===== src/rtl/nearest_bone_assign_macros.svh =====
// Assertion macros shared by the nearest-bone assignment RTL.
`ifndef NEAREST_BONE_ASSIGN_MACROS_SVH
`define NEAREST_BONE_ASSIGN_MACROS_SVH

// Same-cycle implication, checked on the rising edge of clk outside reset.
`define NBA_ASSERT_NOW(label, ante, cons) \
  label: assert property (@(posedge clk) disable iff (rst) (ante) |-> (cons)) \
    else $error("nearest_bone_assign: same-cycle check failed");

// Next-cycle implication, checked on the rising edge of clk outside reset.
`define NBA_ASSERT_NEXT(label, ante, cons) \
  label: assert property (@(posedge clk) disable iff (rst) (ante) |=> (cons)) \
    else $error("nearest_bone_assign: next-cycle check failed");

`endif


===== src/rtl/nba_pkg.sv =====
// Shared constants, codes and control types of the nearest-bone assignment block.
package nba_pkg;

  localparam int MAX_BONES = 16;
  localparam int ADDR_W    = (MAX_BONES > 1) ? $clog2(MAX_BONES) : 1;
  localparam int CNT_W     = $clog2(MAX_BONES + 1);

  localparam int COORD_W = 16;
  localparam int DIFF_W  = COORD_W + 1;
  localparam int SQ_W    = 2 * COORD_W;
  localparam int ID_W    = 8;
  localparam int VTX_W   = 20;
  localparam int DIST_W  = 34;
  localparam int SLOT_W  = 4;
  localparam int COUNT_W = 5;
  localparam int CFG_W   = 8;
  localparam int CFGI_W  = 1;

  localparam logic [DIST_W-1:0] DIST_NONE = '1;

  typedef enum logic {
    REQ_LOAD     = 1'b0,
    REQ_CLASSIFY = 1'b1
  } req_type_t;

  typedef enum logic [CFGI_W-1:0] {
    CFG_BONE_COUNT = 1'b0,
    CFG_ROOT_ID    = 1'b1
  } cfg_index_t;

  typedef enum logic [1:0] {
    ST_IDLE,
    ST_SCAN,
    ST_DRAIN,
    ST_RESULT
  } state_t;

  typedef struct packed {
    logic              load_bone;
    logic              start;
    logic              rd_en;
    logic [ADDR_W-1:0] rd_addr;
    logic              out_load;
  } nba_cmd_t;

  typedef struct packed {
    logic [CNT_W-1:0] scan_len;
    logic             out_free;
  } nba_stat_t;

endpackage


===== src/rtl/nba_ctrl.sv =====
// Controller state machine: sequences slot reads, pipeline drain and result hand-off.
`include "nearest_bone_assign_macros.svh"

module nba_ctrl (
  input  logic               clk,
  input  logic               rst,
  input  logic               req_valid,
  input  logic               req_type,
  output logic               req_stall,
  input  nba_pkg::nba_stat_t stat,
  output nba_pkg::nba_cmd_t  cmd
);
  import nba_pkg::*;

  state_t           state;
  state_t           state_next;
  logic [CNT_W-1:0] cnt;
  logic [CNT_W-1:0] cnt_next;
  logic             dcnt;
  logic             dcnt_next;

  always_ff @(posedge clk) begin
    if (rst) begin
      state <= ST_IDLE;
      cnt   <= '0;
      dcnt  <= 1'b0;
    end else begin
      state <= state_next;
      cnt   <= cnt_next;
      dcnt  <= dcnt_next;
    end
  end

  always_comb begin
    state_next = state;
    cnt_next   = cnt;
    dcnt_next  = dcnt;
    cmd        = '0;
    cmd.rd_addr = cnt[ADDR_W-1:0];
    req_stall  = 1'b1;
    case (state)
      ST_IDLE: begin
        req_stall = 1'b0;
        if (req_valid) begin
          if (req_type == REQ_CLASSIFY) begin
            cmd.start = 1'b1;
            cnt_next  = '0;
            if (stat.scan_len == '0) begin
              state_next = ST_RESULT;
            end else begin
              state_next = ST_SCAN;
            end
          end else begin
            cmd.load_bone = 1'b1;
          end
        end
      end
      ST_SCAN: begin
        cmd.rd_en = 1'b1;
        cnt_next  = cnt + CNT_W'(1);
        if (cnt == stat.scan_len - CNT_W'(1)) begin
          dcnt_next  = 1'b0;
          state_next = ST_DRAIN;
        end
      end
      ST_DRAIN: begin
        dcnt_next = 1'b1;
        if (dcnt) begin
          state_next = ST_RESULT;
        end
      end
      ST_RESULT: begin
        if (stat.out_free) begin
          cmd.out_load = 1'b1;
          state_next   = ST_IDLE;
        end
      end
      default: begin
        state_next = ST_IDLE;
      end
    endcase
  end

  `NBA_ASSERT_NOW(a_scan_in_range, state == ST_SCAN, cnt < stat.scan_len)
  `NBA_ASSERT_NEXT(a_empty_goes_to_result,
    (state == ST_IDLE) && req_valid && (req_type == REQ_CLASSIFY) && (stat.scan_len == '0),
    state == ST_RESULT)
  `NBA_ASSERT_NEXT(a_drain_two_cycles, (state == ST_DRAIN) && dcnt, state == ST_RESULT)
  `NBA_ASSERT_NEXT(a_result_leaves_when_free,
    (state == ST_RESULT) && stat.out_free, state == ST_IDLE)

endmodule


===== src/rtl/nba_datapath.sv =====
// Datapath: configuration, bone table, distance pipeline, running minimum and result register.
module nba_datapath (
  input  logic                              clk,
  input  logic                              rst,
  input  logic                              cfg_write,
  input  logic [nba_pkg::CFGI_W-1:0]        cfg_index,
  input  logic [nba_pkg::CFG_W-1:0]         cfg_data,
  input  logic [nba_pkg::SLOT_W-1:0]        bone_slot,
  input  logic [nba_pkg::ID_W-1:0]          bone_ident,
  input  logic signed [nba_pkg::COORD_W-1:0] pos_x,
  input  logic signed [nba_pkg::COORD_W-1:0] pos_y,
  input  logic signed [nba_pkg::COORD_W-1:0] pos_z,
  input  logic [nba_pkg::VTX_W-1:0]         vertex_index,
  input  nba_pkg::nba_cmd_t                 cmd,
  output nba_pkg::nba_stat_t                stat,
  input  logic                              res_stall,
  output logic                              res_valid,
  output logic [nba_pkg::VTX_W-1:0]         vertex_out,
  output logic [nba_pkg::ID_W-1:0]          nearest_id,
  output logic [nba_pkg::DIST_W-1:0]        min_dist_sq
);
  import nba_pkg::*;

  logic [COUNT_W-1:0] bone_count;
  logic [ID_W-1:0]    root_id;

  logic [3*COORD_W-1:0] bone_position [MAX_BONES];
  logic [ID_W-1:0]      bone_tag [MAX_BONES];

  logic signed [COORD_W-1:0] vtx_x;
  logic signed [COORD_W-1:0] vtx_y;
  logic signed [COORD_W-1:0] vtx_z;
  logic [VTX_W-1:0]          vtx_idx;

  logic [3*COORD_W-1:0] rd_pos;
  logic [ID_W-1:0]      rd_tag;
  logic                 rd_v;

  logic signed [COORD_W-1:0]  bx;
  logic signed [COORD_W-1:0]  by;
  logic signed [COORD_W-1:0]  bz;
  logic signed [DIFF_W-1:0]   dx;
  logic signed [DIFF_W-1:0]   dy;
  logic signed [DIFF_W-1:0]   dz;
  logic signed [2*DIFF_W-1:0] px;
  logic signed [2*DIFF_W-1:0] py;
  logic signed [2*DIFF_W-1:0] pz;

  logic [SQ_W-1:0] sq_x;
  logic [SQ_W-1:0] sq_y;
  logic [SQ_W-1:0] sq_z;
  logic [ID_W-1:0] sq_tag;
  logic            sq_v;

  logic [DIST_W-1:0] dist_sum;
  logic [DIST_W-1:0] best_d;
  logic [ID_W-1:0]   best_id;
  logic              slot_ok;

  always_ff @(posedge clk) begin
    if (rst) begin
      bone_count <= '0;
      root_id    <= '0;
    end else if (cfg_write) begin
      case (cfg_index)
        CFG_BONE_COUNT: bone_count <= cfg_data[COUNT_W-1:0];
        CFG_ROOT_ID:    root_id    <= cfg_data[ID_W-1:0];
        default: ;
      endcase
    end
  end

  // Counts above the table size saturate at the table size.
  always_comb begin
    if (32'(bone_count) > MAX_BONES) begin
      stat.scan_len = CNT_W'(MAX_BONES);
    end else begin
      stat.scan_len = CNT_W'(bone_count);
    end
    stat.out_free = !res_valid || !res_stall;
  end

  assign slot_ok = 32'(bone_slot) < MAX_BONES;

  always_ff @(posedge clk) begin
    if (cmd.load_bone && slot_ok) begin
      bone_position[ADDR_W'(bone_slot)] <= {pos_x, pos_y, pos_z};
      bone_tag[ADDR_W'(bone_slot)]      <= bone_ident;
    end
  end

  always_ff @(posedge clk) begin
    if (cmd.rd_en) begin
      rd_pos <= bone_position[cmd.rd_addr];
      rd_tag <= bone_tag[cmd.rd_addr];
    end
  end

  always_ff @(posedge clk) begin
    if (cmd.start) begin
      vtx_x   <= pos_x;
      vtx_y   <= pos_y;
      vtx_z   <= pos_z;
      vtx_idx <= vertex_index;
    end
  end

  always_ff @(posedge clk) begin
    if (rst) begin
      rd_v <= 1'b0;
      sq_v <= 1'b0;
    end else begin
      rd_v <= cmd.rd_en;
      sq_v <= rd_v;
    end
  end

  assign bx = rd_pos[3*COORD_W-1:2*COORD_W];
  assign by = rd_pos[2*COORD_W-1:COORD_W];
  assign bz = rd_pos[COORD_W-1:0];
  assign dx = DIFF_W'(vtx_x) - DIFF_W'(bx);
  assign dy = DIFF_W'(vtx_y) - DIFF_W'(by);
  assign dz = DIFF_W'(vtx_z) - DIFF_W'(bz);
  assign px = dx * dx;
  assign py = dy * dy;
  assign pz = dz * dz;

  // A square of a 17-bit difference is never negative and fits 32 bits.
  always_ff @(posedge clk) begin
    sq_x   <= px[SQ_W-1:0];
    sq_y   <= py[SQ_W-1:0];
    sq_z   <= pz[SQ_W-1:0];
    sq_tag <= rd_tag;
  end

  assign dist_sum = DIST_W'(sq_x) + DIST_W'(sq_y) + DIST_W'(sq_z);

  // The "no bone" mark is above every real distance, so the first slot always wins.
  always_ff @(posedge clk) begin
    if (cmd.start) begin
      best_d  <= DIST_NONE;
      best_id <= root_id;
    end else if (sq_v && (dist_sum < best_d)) begin
      best_d  <= dist_sum;
      best_id <= sq_tag;
    end
  end

  always_ff @(posedge clk) begin
    if (rst) begin
      res_valid <= 1'b0;
    end else if (cmd.out_load) begin
      res_valid <= 1'b1;
    end else if (!res_stall) begin
      res_valid <= 1'b0;
    end
  end

  always_ff @(posedge clk) begin
    if (cmd.out_load) begin
      vertex_out  <= vtx_idx;
      nearest_id  <= best_id;
      min_dist_sq <= best_d;
    end
  end

endmodule


===== src/rtl/nearest_bone_assign.sv =====
// Top level of the nearest-bone assignment block: controller and datapath.
// Usage:
// The request channel (req_valid, req_stall) moves one word per accepted edge. A word with
// req_type low loads bone_slot with a position and bone_ident and gives no result; a word
// with req_type high classifies the vertex at pos_x/pos_y/pos_z and gives one result word.
// The result channel (res_valid, res_stall) returns vertex_out, nearest_id and min_dist_sq.
// A load word leaves the block idle and ready for the next word. A classify word searches
// N slots, N being bone_count saturated at the table size: one slot is read per cycle from
// the single read port of the bone table, then the square-and-sum pipeline drains and the
// result register is written; no new word is accepted until then. With N of zero the word
// skips the search and drain and returns root_id with an all-ones distance.
// The configuration port (cfg_write, cfg_index, cfg_data) is to be written only while idle
// by the user; the block itself does not enforce it.
// Reset clears the configuration registers, the state machine and the result valid flag;
// the bone table keeps no reset and must be loaded before it is searched.
// While the receiver stalls, a waiting result holds and the block can still accept load
// words and one classify word; it completes that search and then waits until the result
// is taken.
module nearest_bone_assign (
  input  logic                               clk,
  input  logic                               rst,
  input  logic                               cfg_write,
  input  logic [nba_pkg::CFGI_W-1:0]         cfg_index,
  input  logic [nba_pkg::CFG_W-1:0]          cfg_data,
  input  logic                               req_valid,
  output logic                               req_stall,
  input  logic                               req_type,
  input  logic [nba_pkg::SLOT_W-1:0]         bone_slot,
  input  logic [nba_pkg::ID_W-1:0]           bone_ident,
  input  logic signed [nba_pkg::COORD_W-1:0] pos_x,
  input  logic signed [nba_pkg::COORD_W-1:0] pos_y,
  input  logic signed [nba_pkg::COORD_W-1:0] pos_z,
  input  logic [nba_pkg::VTX_W-1:0]          vertex_index,
  output logic                               res_valid,
  input  logic                               res_stall,
  output logic [nba_pkg::VTX_W-1:0]          vertex_out,
  output logic [nba_pkg::ID_W-1:0]           nearest_id,
  output logic [nba_pkg::DIST_W-1:0]         min_dist_sq
);
  import nba_pkg::*;

  // Commands flow from the controller to the datapath, status flows back.
  nba_cmd_t  cmd;
  nba_stat_t stat;

  nba_ctrl u_ctrl (
    .clk       (clk),
    .rst       (rst),
    .req_valid (req_valid),
    .req_type  (req_type),
    .req_stall (req_stall),
    .stat      (stat),
    .cmd       (cmd)
  );

  nba_datapath u_datapath (
    .clk          (clk),
    .rst          (rst),
    .cfg_write    (cfg_write),
    .cfg_index    (cfg_index),
    .cfg_data     (cfg_data),
    .bone_slot    (bone_slot),
    .bone_ident   (bone_ident),
    .pos_x        (pos_x),
    .pos_y        (pos_y),
    .pos_z        (pos_z),
    .vertex_index (vertex_index),
    .cmd          (cmd),
    .stat         (stat),
    .res_stall    (res_stall),
    .res_valid    (res_valid),
    .vertex_out   (vertex_out),
    .nearest_id   (nearest_id),
    .min_dist_sq  (min_dist_sq)
  );

endmodule


===== config.mk =====
export PLATFORM = sky130hd
export DESIGN_NAME = nearest_bone_assign
export DESIGN_NICKNAME = d
export VERILOG_FILES = /design/src/rtl/nba_pkg.sv /design/src/rtl/nba_ctrl.sv /design/src/rtl/nba_datapath.sv /design/src/rtl/nearest_bone_assign.sv
export VERILOG_INCLUDE_DIRS = /design/src /design/src/rtl
export SDC_FILE = /design/constraint.sdc
export NUM_CORES = 2
export LEC_CHECK = 0
export ABC_AREA = 1
export BUFFER_PORTS_ARGS = -buffer_cell sky130_fd_sc_hd__buf_2
export CAP_MARGIN = 40
export CORE_UTILIZATION = 64
export CTS_CLUSTER_SIZE = 25
export DETAILED_ROUTE_END_ITERATION = 12
export PLACE_DENSITY = 0.79
export SETUP_SLACK_MARGIN = 0.2
export SYNTH_ARGS = -nofsm -noshare
export SYNTH_HDL_FRONTEND = slang
export SYNTH_SLANG_ARGS = --single-unit

===== constraint.sdc =====
create_clock -name clk -period 8.3 [get_ports clk]
set_input_delay 1.66 -clock clk [delete_from_list [all_inputs] [get_ports clk]]
set_output_delay 1.66 -clock clk [all_outputs]
set_load 0.1 [all_outputs]

# --- After elaboration in Yosys (flattened, before gate mapping) ---
# Memory sizes are Yosys's and may differ from the RTL's. A register that Yosys moved wholly into a read port is not among the register bits.
# Index checks and enable logic that the tools add are counted.
totals:
  register_bits: 300
  latch_bits: 0
  n_memories: 2
  mem_bits_ro: 0
  elab_cells: 87
  out_inout_bits: 64
  ramBits: 896
  inputBits: 95
op_classes:
  n_reduce_logical: 14
  addsub: 7
  bitwise: 1
  div: 0
  n_mux: 27
  n_lt_le_gt_ge: 2
  n_eq_ne: 10
  shift: 0
  mul: 3
memory_table:
  columns: ["name", "depth", "width", "rd", "rd_ports_with_merged_regs", "wr", "line_no", "rtl"]
  rows:
  - ["u_datapath.bone_position", 16, 48, 1, 1, 1, "nba_datapath.sv:27", "logic [3*COORD_W-1:0] bone_position [MAX_BONES];"]
  - ["u_datapath.bone_tag", 16, 8, 1, 1, 1, "nba_datapath.sv:28", "logic [ID_W-1:0] bone_tag [MAX_BONES];"]
ops:
  columns: ["operator", "count"]
  rows:
  - ["$mul A17 B17 Y32", 3]
  - ["$sub A16 B16 Y17", 3]
  - ["$add A34 B32 Y34", 1]
  - ["$lt A34 B34 Y1", 1]
  - ["$add A32 B32 Y33", 1]
  - ["$mux W2", 8]
  - ["$mux W8", 2]
  - ["$mux W5", 3]
  - ["$mux W1", 11]
  - ["$pmux W5 S2", 1]
  - ["$pmux W2 S4", 1]
  - ["$ne A2 B1 Y1 const B", 3]
  - ["$ne A2 B2 Y1 const B", 3]
  - ["$reduce_and A2 Y1", 3]
  - ["$reduce_bool A2 Y1", 3]
  - ["$add A5 B1 Y5 const B", 1]
  - ["$eq A5 B5 Y1", 1]
  - ["$gt A5 B5 Y1 const B", 1]
  - ["$logic_not A5 Y1", 1]
  - ["$reduce_and A5 Y1", 1]
  - ["$sub A5 B1 Y5 const B", 1]
  - ["$eq A2 B2 Y1 const B", 2]
  - ["$reduce_and A3 Y1", 1]
  - ["$eq A2 B1 Y1 const B", 1]
  - ["6 further kinds", 7]

# --- Depth between registers and ports, before layout ---
logic_depth:
  word_depth: 7
  ltp_mapped: 39
  depth_no_buf: 38

# --- Hierarchy ---
# Synthesis repeated with hierarchy kept, for this count alone.
unflattened:
  hier_cells: 7495
  area_unflattened_um2: 80733.7
by_module_without_submodules:
  columns: ["mod", "area_each_um2", "cells_per_inst", "n_inst"]
  rows:
  - ["nba_datapath", 80045.5, 7386, 1]
  - ["nba_ctrl", 688.2, 109, 1]

# --- Worst setup path before layout ---
# No wires, ideal clock.
synth_timing:
  kind: "flip-flop to flip-flop"
  start: "register u_datapath.rd_pos[0], read port of u_datapath.bone_position"
  end: "register u_datapath.sq_z[25]"
  arrival_ps: 6633
  slack_ps: 1547
  required_time_ps: 8180
  path_stages_with_launch: 31
  path_cell_list: "edfxtp_1 -> ha_1 -> fa_1 -> nand3b_1 -> nand2_1 -> nand2_1 -> nand2_2 -> a21oi_4 -> o21ai_2 -> xor2_1 -> buf_4 -> nand2_1 -> fa_1 -> inv_1 -> fa_1 -> inv_1 -> fa_1 -> inv_1 -> fa_1 -> fa_1 -> inv_1 -> fa_1 -> inv_1 -> ha_1 -> a21oi_1 -> o21ai_0 -> a21oi_1 -> nand3_1 -> nand3_1 -> nand2_1 -> xor2_1"
synth_between:
  elab_chain_cells: 2
synth_rtl:
  columns: ["element", "line_no", "rtl"]
  rows:
  - ["start: declaration", "nba_datapath.sv:35", "logic [3*COORD_W-1:0] rd_pos;"]
  - ["$sub A16 B16 Y17", "nba_datapath.sv:123", "assign dz = DIFF_W'(vtx_z) - DIFF_W'(bz);"]
  - ["$mul A17 B17 Y32", "nba_datapath.sv:126", "assign pz = dz * dz;"]
  - ["named net u_datapath.pz[25]", "nba_datapath.sv:47", "logic signed [2*DIFF_W-1:0] pz;"]
  - ["end signal: assignment", "nba_datapath.sv:132", "sq_z <= pz[SQ_W-1:0];"]
  - ["end: declaration", "nba_datapath.sv:51", "logic [SQ_W-1:0] sq_z;"]
# The timed path passes the listed nets, and every way through them passes these cells.
# A chain may end at the register's enable or synchronous reset.

# --- Final worst setup path ---
layout_timing:
  start: "register u_datapath.rd_pos[32], read port of u_datapath.bone_position"
  end: "register u_datapath.sq_x[29]"
layout_between:
  elab_chain_cells: 2
layout_rtl:
  columns: ["element", "line_no", "rtl"]
  rows:
  - ["$sub A16 B16 Y17", "nba_datapath.sv:121", "assign dx = DIFF_W'(vtx_x) - DIFF_W'(bx);"]
  - ["$mul A17 B17 Y32", "nba_datapath.sv:124", "assign px = dx * dx;"]
  - ["named net u_datapath.px[29]", "nba_datapath.sv:45", "logic signed [2*DIFF_W-1:0] px;"]
  - ["end signal: assignment", "nba_datapath.sv:130", "sq_x <= px[SQ_W-1:0];"]
  - ["end: declaration", "nba_datapath.sv:49", "logic [SQ_W-1:0] sq_x;"]
# The timed path passes the listed nets, and every way through them passes these cells.

==> impl_metrics.ini <==
[sta]
min_period_ps = 7680
maxSlewHeadroom = 0.260
finalHoldWorstSlack_ps = 336
drv_slew = 0
period_share = 0.925
fmax_ghz = 0.130
finalSetupTns_ps = 0
tightest_slew_ps = 1110
rsz0062_at_grt = false
setup_violations = 0
hold_viol = 0
fin_skew_ps = 105

[setup_path]
critPathBufInv = 6
endpoint_kind = flop
critPathCapture = u_datapath.sq_x[29]$_DFF_P_
r2r_start = u_datapath.rd_pos[32]$_DFFE_PP_
critPathSlowestCell = fa_1
worst-path-stages = 30
path_class = flop to flop
rrSetupSlack_ps = 620
reg2reg_to = u_datapath.sq_x[29]$_DFF_P_
crit_path_start_kind = flop
timing.reg2reg.worst_path_depth = 30
cp_max_fo = 16
startpoint = u_datapath.rd_pos[32]$_DFFE_PP_
crit_family = adder cells
crit_required_ps = 8880
critPathMaxStageDelay_ps = 740
crit_arrival_ps = 8250

[floorplanning]
num_io_pins = 159
fp.dieW_um = 357
die_h_um = 357
core_sq_um = 125000
num_rows = 130
die_area_sq_um = 128000
initial_utilization = 0.645

[clocking]
cts-root-buf = clkbuf_16
path_clk_slew_ps = 70
clock-sinks = 1249
cts_resized = 0
tritoncts = done
cts_buffers = 120
clockBufferDepth = 3
post_cts_buffers = 0
insertion_delay_ps = 780
cts_hold_buf = 0
htreeDepth = 3

[drt]
drc = 0
firstDrtPassIters = 6
drt-initial-drc-count = 5584
vias_per_cell = 5.86
wl_per_cell_um = 21.0
vias = 56633
routed_wl_um = 203000
final_antenna_net_count = 1

[global_route]
grt.total_usage = 0.323
first_global_vias = 57756
grt_pass1_wl_um = 316000
grt_max_degree = 225
grt_overflow = 0
antenna_found_initial = 18

[logic_synthesis]
synthCells = 7738
synth_warnings = 0
syn-num-nets = 8997
ys_types = 54
synth.yosys.seq_area_share = 0.444
syn_area_sq_um = 80800
ys_seq_elements = 1249
syn_area_per_cell_sq_um = 10.4

[cells_and_area]
fin_area_sq_um = 88000
multi_input_area_sq_um = 38900
layout.nets = 9158
nFillCells = 8837
final-seq-area_sq_um = 35900
drive_gt1_frac = 0.0643
area_delta_synth_final_pct = 8.86
utilization = 0.702

[placement]
place_congestion = 0.987
dp.final_hpwl_um = 143000
placed_area_sq_um = 84000
io_buffer_count = 158

[outcome]
violations = antenna violations
outcome = complete, but fails checks

[flow_run]
cap_violations = 0

[worst_hold_path]
holdCritPathClass = flop to flop
flip-flops by register name, indices dropped and copies added, names as in the netlist, 2 cells and up:
register and cells:
u_datapath.bone_tag 128, u_datapath.best_d 34, u_datapath.bone_position 768, u_datapath.nearest_id 8, u_datapath.sq_x 31, u_datapath.vertex_out 20
u_datapath.vtx_y 16, u_datapath.rd_pos 48, u_datapath.vtx_z 16, u_datapath.vtx_idx 20, u_datapath.best_id 8, u_datapath.sq_tag 8
u_datapath.bone_count 5, u_ctrl.cnt 5, u_datapath.sq_y 31, u_datapath.rd_tag 8, u_datapath.root_id 8, u_datapath.min_dist_sq 34
u_ctrl.state 2, u_datapath.vtx_x 16, u_datapath.sq_z 31
worst register-to-register path: cells and delay by family, from the launching register on:
family	cells	cell delay [ps]
AO/OA/AOI/OAI	1	230
adder cells (fa/ha/maj)	9	4210
buffers and inverters	6	910
flip-flops	1	390
AND/OR/NAND/NOR	14	1790
area by class of cell:
class,instances,area share
Multi-Input combinational cell,4875,0.442
Sequential cell,1249,0.408
Inverter,1379,0.0589
Clock buffer,148,0.0353
Tap cell,1650,0.0235
Timing Repair Buffer,274,0.0218
Clock inverter,70,0.00960
Antenna cell,14,0.000398
through the flow:
step / setup WS (ps) / std cells
after floorplan: 1550 / 7738
after detailed placement: 781 / 9427
after CTS: 693 / 9645
after global routing: 215 / 9653
after global placement: 844 / 9414
final: 625 / 9659
cells in the mapped netlist (all sizes together):
master  instances  area share
a221oi          5     0.00054
xnor2          47      0.0051
a211o           1     0.00012
a21o           36      0.0034
o22ai           1    0.000077
o21ai         323       0.020
a21oi         217       0.014
o21a            8     0.00074
nand2b          1    0.000077
fa            775        0.19
or2            11     0.00085
nand3         290       0.018
a31o            1     0.00011
and3            5     0.00039
a211oi          4     0.00037
inv          1370       0.064
xor2          127       0.015
clkinv          9     0.00042
buf            72      0.0046
clkbuf        163      0.0076
o32ai         133       0.014
nor4            7     0.00054
nand4          35      0.0027
a21boi          4     0.00037
a31oi          12     0.00093
nand2        1113       0.052
o31ai           5     0.00046
dfxtp         159       0.039
nand3b         10     0.00093
nor3b           2     0.00019
xnor3           1     0.00028
o211ai         21      0.0020
nor2         1045       0.049
and2            2     0.00015
edfxtp       1090        0.40
ha            389       0.060
o21bai         27      0.0025
nor3           34      0.0022
mux2i          91       0.011
o221ai         92       0.010
placed cells by master, fill, tap and decap left out, drive strengths merged, types with 4 or more instances in the layout:
cell / n
inv: 1378
nand2: 1113
edfxtp: 1090
nor2: 1045
fa: 775
ha: 389
o21ai: 323
nand3: 290
buf: 274
a21oi: 217
dfxtp: 159
clkbuf: 148
o32ai: 133
xor2: 127
o221ai: 92
mux2i: 91
clkinv: 54
xnor2: 47
a21o: 36
nand4: 35
nor3: 34
o21bai: 27
o211ai: 21
diode: 14
a31oi: 12
bufinv: 12
or2: 11
nand3b: 10
o21a: 8
nor4: 7
and3: 5
a221oi: 5
o31ai: 5
clkinvlp: 5
a21boi: 4
a211oi: 4
how the worst min path moves through the flow:
stage,startpoint,endpoint,slack [ps],cells past startpoint
3_3_place_gp,u_datapath.rd_tag[0]$_DFFE_PP_,u_datapath.sq_tag[0]$_DFF_P_,330,0
5_1_grt,u_datapath.rd_tag[0]$_DFFE_PP_,u_datapath.sq_tag[0]$_DFF_P_,350,0
2_1_floorplan,u_datapath.rd_tag[0]$_DFFE_PP_,u_datapath.sq_tag[0]$_DFF_P_,320,0
4_1_cts,u_datapath.rd_tag[0]$_DFFE_PP_,u_datapath.sq_tag[0]$_DFF_P_,330,0
3_5_place_dp,u_datapath.rd_tag[0]$_DFFE_PP_,u_datapath.sq_tag[0]$_DFF_P_,330,0
6_report,u_datapath.rd_tag[0]$_DFFE_PP_,u_datapath.sq_tag[0]$_DFF_P_,340,0
layer usage:
metal	global-route usage	wire length, um	vias up	part of all wire
met2	0.531	98400	2776	0.48
met4	0.139	8380	8	0.041
met5	0	47	-	0.00023
met3	0.0525	18200	524	0.090
li1	-	-	25593	-
met1	0.428	78000	27732	0.38
cells by family (layout without fill, tap and decap cells):
logic type	after synthesis	in the layout	share of synthesized area
adder cells (fa/ha/maj)	1164	1164	0.252
buffers and inverters	1614	1871	0.0762
multiplexers	91	91	0.0113
XOR/XNOR	175	175	0.0199
AO/OA/AOI/OAI	890	890	0.0696
flip-flops	1249	1249	0.444
AND/OR/NAND/NOR	2555	2555	0.127
other	0	14	0
Power is left out: the tool's default activity adds up to more than one toggle a clock period on the data nets, which glitch-free logic cannot reach.
